==> config.mk <==
export PLATFORM = sky130hd
export DESIGN_NAME = touch_report_coordinate_mapper
export DESIGN_NICKNAME = d
export VERILOG_FILES = /design/src/hdl/trcm_pkg.sv /design/src/hdl/trcm_front.sv /design/src/hdl/trcm_div.sv /design/src/hdl/trcm_back.sv /design/src/hdl/touch_report_coordinate_mapper.sv
export SDC_FILE = /design/constraint.sdc
export NUM_CORES = 1
export LEC_CHECK = 0
export ABC_AREA = 0
export BUFFER_PORTS_ARGS = -buffer_cell sky130_fd_sc_hd__buf_4
export CAP_MARGIN = 40
export CELL_PAD_IN_SITES_DETAIL_PLACEMENT = 2
export CELL_PAD_IN_SITES_GLOBAL_PLACEMENT = 2
export CORE_UTILIZATION = 45
export CTS_CLUSTER_DIAMETER = 150
export CTS_CLUSTER_SIZE = 28
export DETAILED_ROUTE_END_ITERATION = 8
export PLACE_DENSITY = 0.84
export SLEW_MARGIN = 20
export SYNTH_ARGS = -nofsm -noshare
export SYNTH_HDL_FRONTEND = slang
export SYNTH_SLANG_ARGS = --single-unit
export TNS_END_PERCENT = 1
==> constraint.sdc <==
create_clock -name i_clk -period 18.91 [get_ports i_clk]
set_input_delay 1.891 -clock i_clk [delete_from_list [all_inputs] [get_ports i_clk]]
set_output_delay 1.891 -clock i_clk [all_outputs]
set_load 0.05 [all_outputs]
==> src/hdl/trcm_pkg.sv <==
// Shared types and constants for the touch report coordinate mapper.
// No dependencies.
`timescale 1ns / 1ps
package trcm_pkg;
    localparam int COORD_W = 12;
    localparam int PROD_W  = 24;
    localparam logic [COORD_W-1:0] COORD_MAX = 12'hFFF;

    typedef enum logic [2:0] {
        REG_DISPLAY_WIDTH  = 3'd0,
        REG_DISPLAY_HEIGHT = 3'd1,
        REG_PANEL_X_RES    = 3'd2,
        REG_PANEL_Y_RES    = 3'd3,
        REG_ROTATION       = 3'd4
    } t_reg_idx;

    typedef enum logic [1:0] {
        ROT_0   = 2'd0,
        ROT_90  = 2'd1,
        ROT_180 = 2'd2,
        ROT_270 = 2'd3
    } t_rot;

    // One job for the back end: one point or one release.
    typedef struct packed {
        logic               release_evt;
        logic               last;
        logic [COORD_W-1:0] raw_x;
        logic [COORD_W-1:0] raw_y;
    } t_job;

    typedef struct packed {
        logic [COORD_W-1:0] width;
        logic [COORD_W-1:0] height;
        logic [COORD_W-1:0] xres;
        logic [COORD_W-1:0] yres;
        logic [1:0]         rot;
    } t_cfg;

    function automatic logic [COORD_W-1:0] mirror(input logic [COORD_W-1:0] dim,
                                                  input logic [COORD_W-1:0] q);
        logic [COORD_W-1:0] top;
        top = (dim != '0) ? dim - 1'b1 : '0;
        return (q > top) ? '0 : top - q;
    endfunction
endpackage

==> src/hdl/trcm_front.sv <==
// Front end: accepts reports, counts fingers and pushes point or release
// jobs into a two-entry queue. Depends on trcm_pkg.
`timescale 1ns / 1ps
module trcm_front import trcm_pkg::*; (
    input  logic        i_clk,
    input  logic        i_rst_n,
    input  logic        s_axis_tvalid,
    output logic        s_axis_tready,
    input  logic [55:0] s_axis_tdata,
    output logic        o_job_valid,
    input  logic        i_job_ready,
    output t_job        o_job
);
    t_job       r_q [2];
    logic       r_wp, r_rp;
    logic [1:0] r_cnt;
    logic       r_busy;     // second point of a report still to push
    t_job       r_pend;

    logic [3:0] pop;
    logic [7:0] mask;
    t_job       j0, j1, push_job;
    logic       push, pull, multi;

    always_comb begin
        mask = s_axis_tdata[55:48];
        pop  = '0;
        for (int i = 0; i < 8; i++) pop = pop + {3'b0, mask[i]};
        multi = (pop > 4'd1);
        j0.release_evt = (pop == 4'd0);
        j0.last        = !multi;
        j0.raw_x       = (pop == 4'd0) ? '0 : {s_axis_tdata[7:4], s_axis_tdata[15:8]};
        j0.raw_y       = (pop == 4'd0) ? '0 : {s_axis_tdata[3:0], s_axis_tdata[23:16]};
        j1.release_evt = 1'b0;
        j1.last        = 1'b1;
        j1.raw_x       = {s_axis_tdata[31:28], s_axis_tdata[39:32]};
        j1.raw_y       = {s_axis_tdata[27:24], s_axis_tdata[47:40]};
    end

    assign s_axis_tready = !r_busy && (r_cnt != 2'd2);
    assign push     = r_busy ? (r_cnt != 2'd2) : (s_axis_tvalid && s_axis_tready);
    assign push_job = r_busy ? r_pend : j0;
    assign o_job_valid = (r_cnt != 2'd0);
    assign o_job       = r_q[r_rp];
    assign pull        = o_job_valid && i_job_ready;

    always_ff @(posedge i_clk) begin
        if (!i_rst_n) begin
            r_wp <= 1'b0; r_rp <= 1'b0; r_cnt <= '0; r_busy <= 1'b0;
        end else begin
            if (push) begin
                r_q[r_wp] <= push_job;
                r_wp      <= !r_wp;
            end
            if (pull) r_rp <= !r_rp;
            r_cnt <= r_cnt + {1'b0, push} - {1'b0, pull};
            if (r_busy && push) r_busy <= 1'b0;
            else if (!r_busy && push && multi) begin
                r_busy <= 1'b1;
                r_pend <= j1;
            end
        end
    end
endmodule

==> src/hdl/trcm_div.sv <==
// Sequential 24 by 12 bit restoring divider, one quotient bit a cycle,
// saturating to 4095. Depends on trcm_pkg.
`timescale 1ns / 1ps
module trcm_div import trcm_pkg::*; (
    input  logic               i_clk,
    input  logic               i_rst_n,
    input  logic               i_start,
    input  logic [PROD_W-1:0]  i_num,
    input  logic [COORD_W-1:0] i_den,
    output logic               o_done,
    output logic [COORD_W-1:0] o_quo
);
    logic [PROD_W-1:0]  r_q;
    logic [COORD_W:0]   r_rem;
    logic [COORD_W-1:0] r_den;
    logic [4:0]         r_n;
    logic               r_run;
    logic [COORD_W:0]   sh;
    logic [COORD_W:0]   df;

    always_comb begin
        sh = {r_rem[COORD_W-1:0], r_q[PROD_W-1]};
        df = sh - {1'b0, r_den};
    end

    always_ff @(posedge i_clk) begin
        if (!i_rst_n) begin
            r_run <= 1'b0; o_done <= 1'b0;
        end else begin
            o_done <= !i_start && r_run && (r_n == 5'd1);
            if (i_start) begin
                r_q <= i_num; r_rem <= '0; r_den <= i_den;
                r_n <= 5'(PROD_W); r_run <= 1'b1;
            end else if (r_run) begin
                if (!df[COORD_W]) begin
                    r_rem <= df;
                    r_q   <= {r_q[PROD_W-2:0], 1'b1};
                end else begin
                    r_rem <= sh;
                    r_q   <= {r_q[PROD_W-2:0], 1'b0};
                end
                r_n <= r_n - 1'b1;
                if (r_n == 5'd1) begin
                    r_run <= 1'b0;
                end
            end
        end
    end

    assign o_quo = (r_den == '0 || r_q[PROD_W-1:COORD_W] != '0) ? COORD_MAX
                                                               : r_q[COORD_W-1:0];
endmodule

==> src/hdl/trcm_back.sv <==
// Back end: scales one job with two dividers, applies the rotation and
// holds the result word for the output. Depends on trcm_pkg, trcm_div.
`timescale 1ns / 1ps
module trcm_back import trcm_pkg::*; (
    input  logic        i_clk,
    input  logic        i_rst_n,
    input  t_cfg        i_cfg,
    input  logic        i_job_valid,
    output logic        o_job_ready,
    input  t_job        i_job,
    output logic        m_axis_tvalid,
    input  logic        m_axis_tready,
    output logic [23:0] m_axis_tdata,
    output logic        m_axis_tlast,
    output logic        m_axis_tuser
);
    typedef enum logic [1:0] {S_IDLE, S_MUL, S_DIV, S_OUT} t_state;
    t_state r_st;
    t_job   r_job;
    logic [PROD_W-1:0] r_px, r_py;
    logic   r_start;
    logic   dx_done, dy_done;
    logic [COORD_W-1:0] qx, qy, sx, sy;
    logic   r_oval, r_olast, r_orel;
    logic [COORD_W-1:0] r_ox, r_oy;
    logic [PROD_W-1:0] mx, my;
    logic   out_ld;

    assign mx = PROD_W'(r_job.raw_x) * PROD_W'(i_cfg.height);
    assign my = PROD_W'(r_job.raw_y) * PROD_W'(i_cfg.width);

    trcm_div u_dx (.i_clk, .i_rst_n, .i_start(r_start), .i_num(r_px),
                   .i_den(i_cfg.xres), .o_done(dx_done), .o_quo(qx));
    trcm_div u_dy (.i_clk, .i_rst_n, .i_start(r_start), .i_num(r_py),
                   .i_den(i_cfg.yres), .o_done(dy_done), .o_quo(qy));

    always_comb begin
        case (t_rot'(i_cfg.rot))
            ROT_0:   begin sx = mirror(i_cfg.width, qy);  sy = qx; end
            ROT_90:  begin sx = qx; sy = qy; end
            ROT_180: begin sx = qy; sy = mirror(i_cfg.height, qx); end
            ROT_270: begin sx = mirror(i_cfg.height, qx); sy = mirror(i_cfg.width, qy); end
            default: begin sx = qx; sy = qy; end
        endcase
    end

    assign o_job_ready   = (r_st == S_IDLE);
    assign out_ld        = (r_st == S_OUT) && (!r_oval || m_axis_tready);
    assign m_axis_tvalid = r_oval;
    assign m_axis_tdata  = {r_oy, r_ox};
    assign m_axis_tlast  = r_olast;
    assign m_axis_tuser  = r_orel;

    always_ff @(posedge i_clk) begin
        if (!i_rst_n) begin
            r_st <= S_IDLE; r_start <= 1'b0; r_oval <= 1'b0;
        end else begin
            r_start <= (r_st == S_MUL) && !r_job.release_evt;
            if (out_ld) r_oval <= 1'b1;
            else if (m_axis_tready) r_oval <= 1'b0;
            case (r_st)
                S_IDLE: if (i_job_valid) begin
                    r_job <= i_job;
                    r_st  <= S_MUL;
                end
                S_MUL: begin
                    r_px <= (mx != '0) ? mx - 1'b1 : '0;
                    r_py <= (my != '0) ? my - 1'b1 : '0;
                    r_st <= r_job.release_evt ? S_OUT : S_DIV;
                end
                S_DIV: if (dx_done && dy_done) r_st <= S_OUT;
                S_OUT: if (out_ld) begin
                    r_olast <= r_job.last;
                    r_orel  <= r_job.release_evt;
                    r_ox    <= r_job.release_evt ? '0 : sx;
                    r_oy    <= r_job.release_evt ? '0 : sy;
                    r_st    <= S_IDLE;
                end
                default: r_st <= S_IDLE;
            endcase
        end
    end
endmodule

==> src/hdl/touch_report_coordinate_mapper.sv <==
// Top level of the touch report coordinate mapper: config registers,
// front end queue and back end. Depends on trcm_pkg, trcm_front, trcm_back.
//
// Input stream s_axis: one report word per handshake. Output stream m_axis:
// one word per touch point (up to two) or a single release word, tlast on the
// final word of a report. Config channel writes register i_cfg_idx.
// Each point passes through the back end as job load, product, divider
// start, the 24-step divider pair, done and output; a release word skips
// the divider.
// A two-entry job queue lets the front end take the next report while the
// back end works, and the output register holds a word while the receiver
// stalls; the back end then waits and the queue fills before tready drops.
// Reset (synchronous, active low) empties queue and output and restores
// width 320, height 240, resolutions 4095 and rotation 0.
// Config may only be written while no report is in flight.
// The back end takes a new job only after loading the last word for output.
`timescale 1ns / 1ps
module touch_report_coordinate_mapper import trcm_pkg::*; (
    input  logic        i_clk,
    input  logic        i_rst_n,
    input  logic        s_axis_tvalid,
    output logic        s_axis_tready,
    // slot0_high_nibbles, slot0_x_low, slot0_y_low, slot1_high_nibbles,
    // slot1_x_low, slot1_y_low, finger_mask
    input  logic [55:0] s_axis_tdata,
    output logic        m_axis_tvalid,
    input  logic        m_axis_tready,
    // screen_x, screen_y
    output logic [23:0] m_axis_tdata,
    output logic        m_axis_tlast,
    // is_release
    output logic        m_axis_tuser,
    input  logic        i_cfg_valid,
    output logic        o_cfg_ready,
    input  logic [2:0]  i_cfg_idx,
    input  logic [11:0] i_cfg_data
);
    t_cfg r_cfg;
    logic jv, jr;
    t_job job;

    assign o_cfg_ready = 1'b1;

    always_ff @(posedge i_clk) begin
        if (!i_rst_n) begin
            r_cfg <= '{width: 12'd320, height: 12'd240, xres: 12'd4095,
                       yres: 12'd4095, rot: 2'd0};
        end else if (i_cfg_valid) begin
            case (t_reg_idx'(i_cfg_idx))
                REG_DISPLAY_WIDTH:  r_cfg.width  <= i_cfg_data;
                REG_DISPLAY_HEIGHT: r_cfg.height <= i_cfg_data;
                REG_PANEL_X_RES:    r_cfg.xres   <= i_cfg_data;
                REG_PANEL_Y_RES:    r_cfg.yres   <= i_cfg_data;
                REG_ROTATION:       r_cfg.rot    <= i_cfg_data[1:0];
                default: ;
            endcase
        end
    end

    trcm_front u_front (.i_clk, .i_rst_n, .s_axis_tvalid, .s_axis_tready,
                        .s_axis_tdata, .o_job_valid(jv), .i_job_ready(jr),
                        .o_job(job));

    trcm_back u_back (.i_clk, .i_rst_n, .i_cfg(r_cfg), .i_job_valid(jv),
                      .o_job_ready(jr), .i_job(job), .m_axis_tvalid,
                      .m_axis_tready, .m_axis_tdata, .m_axis_tlast,
                      .m_axis_tuser);
endmodule

==> results by group <==
Floorplan
  – Die Ht: ~250 um
  – IO Count: about 110
  – Die X: ~250 um
  – Core area: about 60,000 um^2
  – Placement row count: between 80 and 90
  – Starting Density: approximately 46%
  – Die area: around 61,000 um^2

CTS
  – H-tree Lvls: 1
  – Total CTS buffers: 16
  – Post-CTS Setup Bufs: 0
  – Clock Tree Root: clkbuf_16
  – TritonCTS clock tree: yes
  – Post-CTS resize count: 0
  – CTS max path bufs: 3
  – Worst-path clk slew: between 0.1 and 0.15 ns
  – Worst skew pair latency: approximately 0.56 ns
  – CTS Sinks: between 300 and 400
  – CTS Hold Bufs: 0

Logic synthesis
  – Net Count, Synth: roughly 3,200
  – Main flop type after synthesis: edfxtp_1
  – Yosys warns: 0
  – Number of distinct library cells after synthesis: 75
  – Post-synth EDFFs: 282
  – Avg Cell Area, Syn: 9.937 um^2
  – Seq/Total Area, Yosys: 36.00%
  – Seq cells post-synth: between 300 and 400
  – Async SR Flop Fraction: 0%
  – Cells after Synth: 2,720
  – Cell Area, Synth: 27,030 um^2

Status
  – Failing checks: design-rule violations
  – Status: finished, violations left

Critical path
  – Arrival @ worst endpoint: slightly below 8 ns
  – Req. time, crit path: 19.22 ns
  – Crit. End Element: flop
  – CP Class: reg2reg
  – Worst-path maximum fanout: 22
  – CP Launch Type: flop

Power and ir drop
  – Leak pwr: about 13 nW
  – Pwr Total: around 4.1 mW
  – Max IR drop VDD: ~0.18 mV
  – Pwr dens: between 100 and 150 nW/um^2

Layout
  – Share of layout cells above drive strength 1: under 10%
  – Area occupied by multi-input gates: 15,560 um^2
  – Layout filler cell count: about 6,100
  – Final Core Density: between 40% and 50%
  – Nets: about 3,200
  – Area Growth Syn to Fin: 7.559%
  – Seq. cell area: 9733 um^2
  – Fin cells: around 3,500

Routing
  – Via Count: slightly above 20,000
  – Routed Wire Length: between 80 and 90 mm
  – DRC: 4
  – Vias per inst: between 5 and 6
  – First drt pass iteration count: 7
  – Iter 0 DRT Violations: about 980
  – WL/cell: 24.93 um
  – Number of routed nets with antenna violations: 0

Global routing
  – Met3 track demand over resource: roughly 2.2%
  – Antenna violations before repair: 2
  – GRT met2 Usage: between 50 and 60%
  – Total grt overflow: 0
  – Vias in the first global route: between 20,000 and 25,000
  – GRT Max-Usage Layer: met2
  – GRT Overall Usage: 29.11%
  – Largest net degree at the start of global routing: 59
  – GR Util met1: ~33%
  – First-pass GRT wire length: 135.3 mm

Timing
  – Slew Limit Fails: 0
  – Period utilization: about 39%
  – Slew @ Worst Pin: ~0.85 ns
  – Setup Skew: around 0.035 ns
  – Post-route setup slack: 11.45 ns
  – Worst slew margin: about 43%
  – RSZ-0062 raised after global routing: false
  – Finish-stage setup viols: 0
  – Fin. Hold Viols: 0
  – Max Clk Rate: between 100 and 150 MHz
  – Setup tns final: 0 ns
  – Period minus WS final: about 7.5 ns

Placement
  – Port Buffers: 103
  – Pre-CTS setup slack: approximately 11 ns
  – Placed insts: 3,493
  – Gpl congestion: approximately 0.89
  – Hpwl dp: just under 70 mm

Job
  – Max-cap violations: 0

Worst hold path
  – Path category of the worst min-delay check: reg2reg
## synthesized netlist by cell type (63+ instances only)
| cell | number | share of area [%] |
|---|---|---|
| and2_1 | 119 | 2.8 |
| mux2_2 | 74 | 3.1 |
| ha_1 | 192 | 8.9 |
| nand2_1 | 340 | 4.7 |
| nor2_1 | 232 | 3.2 |
| clkbuf_1 | 116 | 1.6 |
| edfxtp_1 | 282 | 31 |
| xnor2_1 | 91 | 2.9 |
| a21oi_1 | 92 | 1.7 |
| fa_1 | 208 | 15 |
| inv_1 | 340 | 4.7 |
| dfxtp_1 | 63 | 4.7 |
## area by class of cell
type | instances | area share [%]
Antenna cell | 2 | 0.01722
Clock inverter | 2 | 0.08608
Clock buffer | 26 | 1.580
Timing Repair Buffer | 130 | 3.581
Sequential cell | 345 | 33.48
Multi-Input combinational cell | 1907 | 53.54
Tap cell | 773 | 3.327
Inverter | 340 | 4.390
## metal layers
| metal | wire, um | up-vias |
|---|---|---|
| li1 | - | 9142 |
| met1 | 34150 | 10510 |
| met2 | 47790 | 394 |
| met4 | 3718 | 0 |
| met5 | 0 | - |
| met3 | 2202 | 184 |
## flip-flops by register name (all words and copies together), names as in the netlist, 12 cells and up
register           count
u_front.r_pend        24
u_back.u_dx.r_rem     12
u_back.r_px           24
u_back.u_dx.r_q       24
u_back.u_dy.r_rem     12
u_front.r_q           52
u_back.r_ox           12
u_back.u_dy.r_den     12
r_cfg                 50
u_back.u_dy.r_q       24
u_back.r_py           24
u_back.r_oy           12
u_back.u_dx.r_den     12
u_back.r_job          26
## metrics by stage
stage          hold slack (ns)  cell area (um^2)
2_1_floorplan           0.4003             27030
3_3_place_gp            0.4137             28440
3_5_place_dp            0.4194             28550
4_1_cts                 0.4463             29040
5_1_grt                 0.4589             29070
6_report                0.4478             29070
## cell usage in the layout, fill, tap and decap left out, types with 14 or more instances in the layout
cell type,instances
nand3_1,52
o21a_1,14
nor2_1,227
buf_4,121
dfxtp_1,62
nor3_1,53
xnor2_1,90
mux2_2,74
edfxtp_1,282
a21o_1,17
o21ai_0,53
or2_2,19
a211oi_1,21
nand2_1,340
inv_1,340
fa_1,208
clkbuf_16,17
nor2b_1,18
nor4_1,27
a21oi_1,91
and2_1,118
a31oi_1,18
a22o_1,25
mux2i_1,26
and3_1,21
ha_1,192
xor2_1,36
## where the power goes
group | internal [mW] | leakage [nW] | total [mW] | switching (mW)
Sequential | 1.02 | 3.06 | 1.12 | 0.0922
Combinational | 0.910 | 9.33 | 2.51 | 1.60
Clock | 0.173 | 0.232 | 0.439 | 0.266
Total | 2.11 | 12.6 | 4.06 | 1.96
## path summary, 6_finish.rpt
path | slack, ns | depth (start not counted) | startpoint | to
max | 11.45 | 20 | r_cfg[29] | u_back.r_px[5]
min | 0.45 | 0 | r_cfg[10] | u_back.u_dy.r_den[8]
max reg2reg | 11.45 | 20 | r_cfg[29] | u_back.r_px[5]
min reg2reg | 0.45 | 0 | r_cfg[10] | u_back.u_dy.r_den[8]
## logic make-up after synthesis
family,Yosys count,share of synthesized area (%)
AO/OA/AOI/OAI,327,8.115
XOR/XNOR,127,4.115
adder cells (fa/ha/maj),400,24.29
buffers and inverters,468,6.587
flip-flops,345,36.00
multiplexers,105,4.463
other,1,0.01387
AND/OR/NAND/NOR,947,16.42
## worst max-delay path: stages, from the launching register on
cell and delay, ns:
dfxtp_1 0.78, nand2_1 0.18, fa_1 0.55, fa_1 0.43, inv_1 0.13, fa_1 0.48, fa_1 0.55, inv_1 0.05
fa_1 0.52, inv_1 0.06, ha_1 0.38, a21oi_1 0.28, o21ai_1 0.25, a221oi_1 0.55, o21ai_0 0.20, xnor2_1 0.40
nand4_1 0.28, nor4_1 0.51, and4_1 0.35, buf_8 0.19, nor2_1 0.10
(Power assumes the default switching activity.)
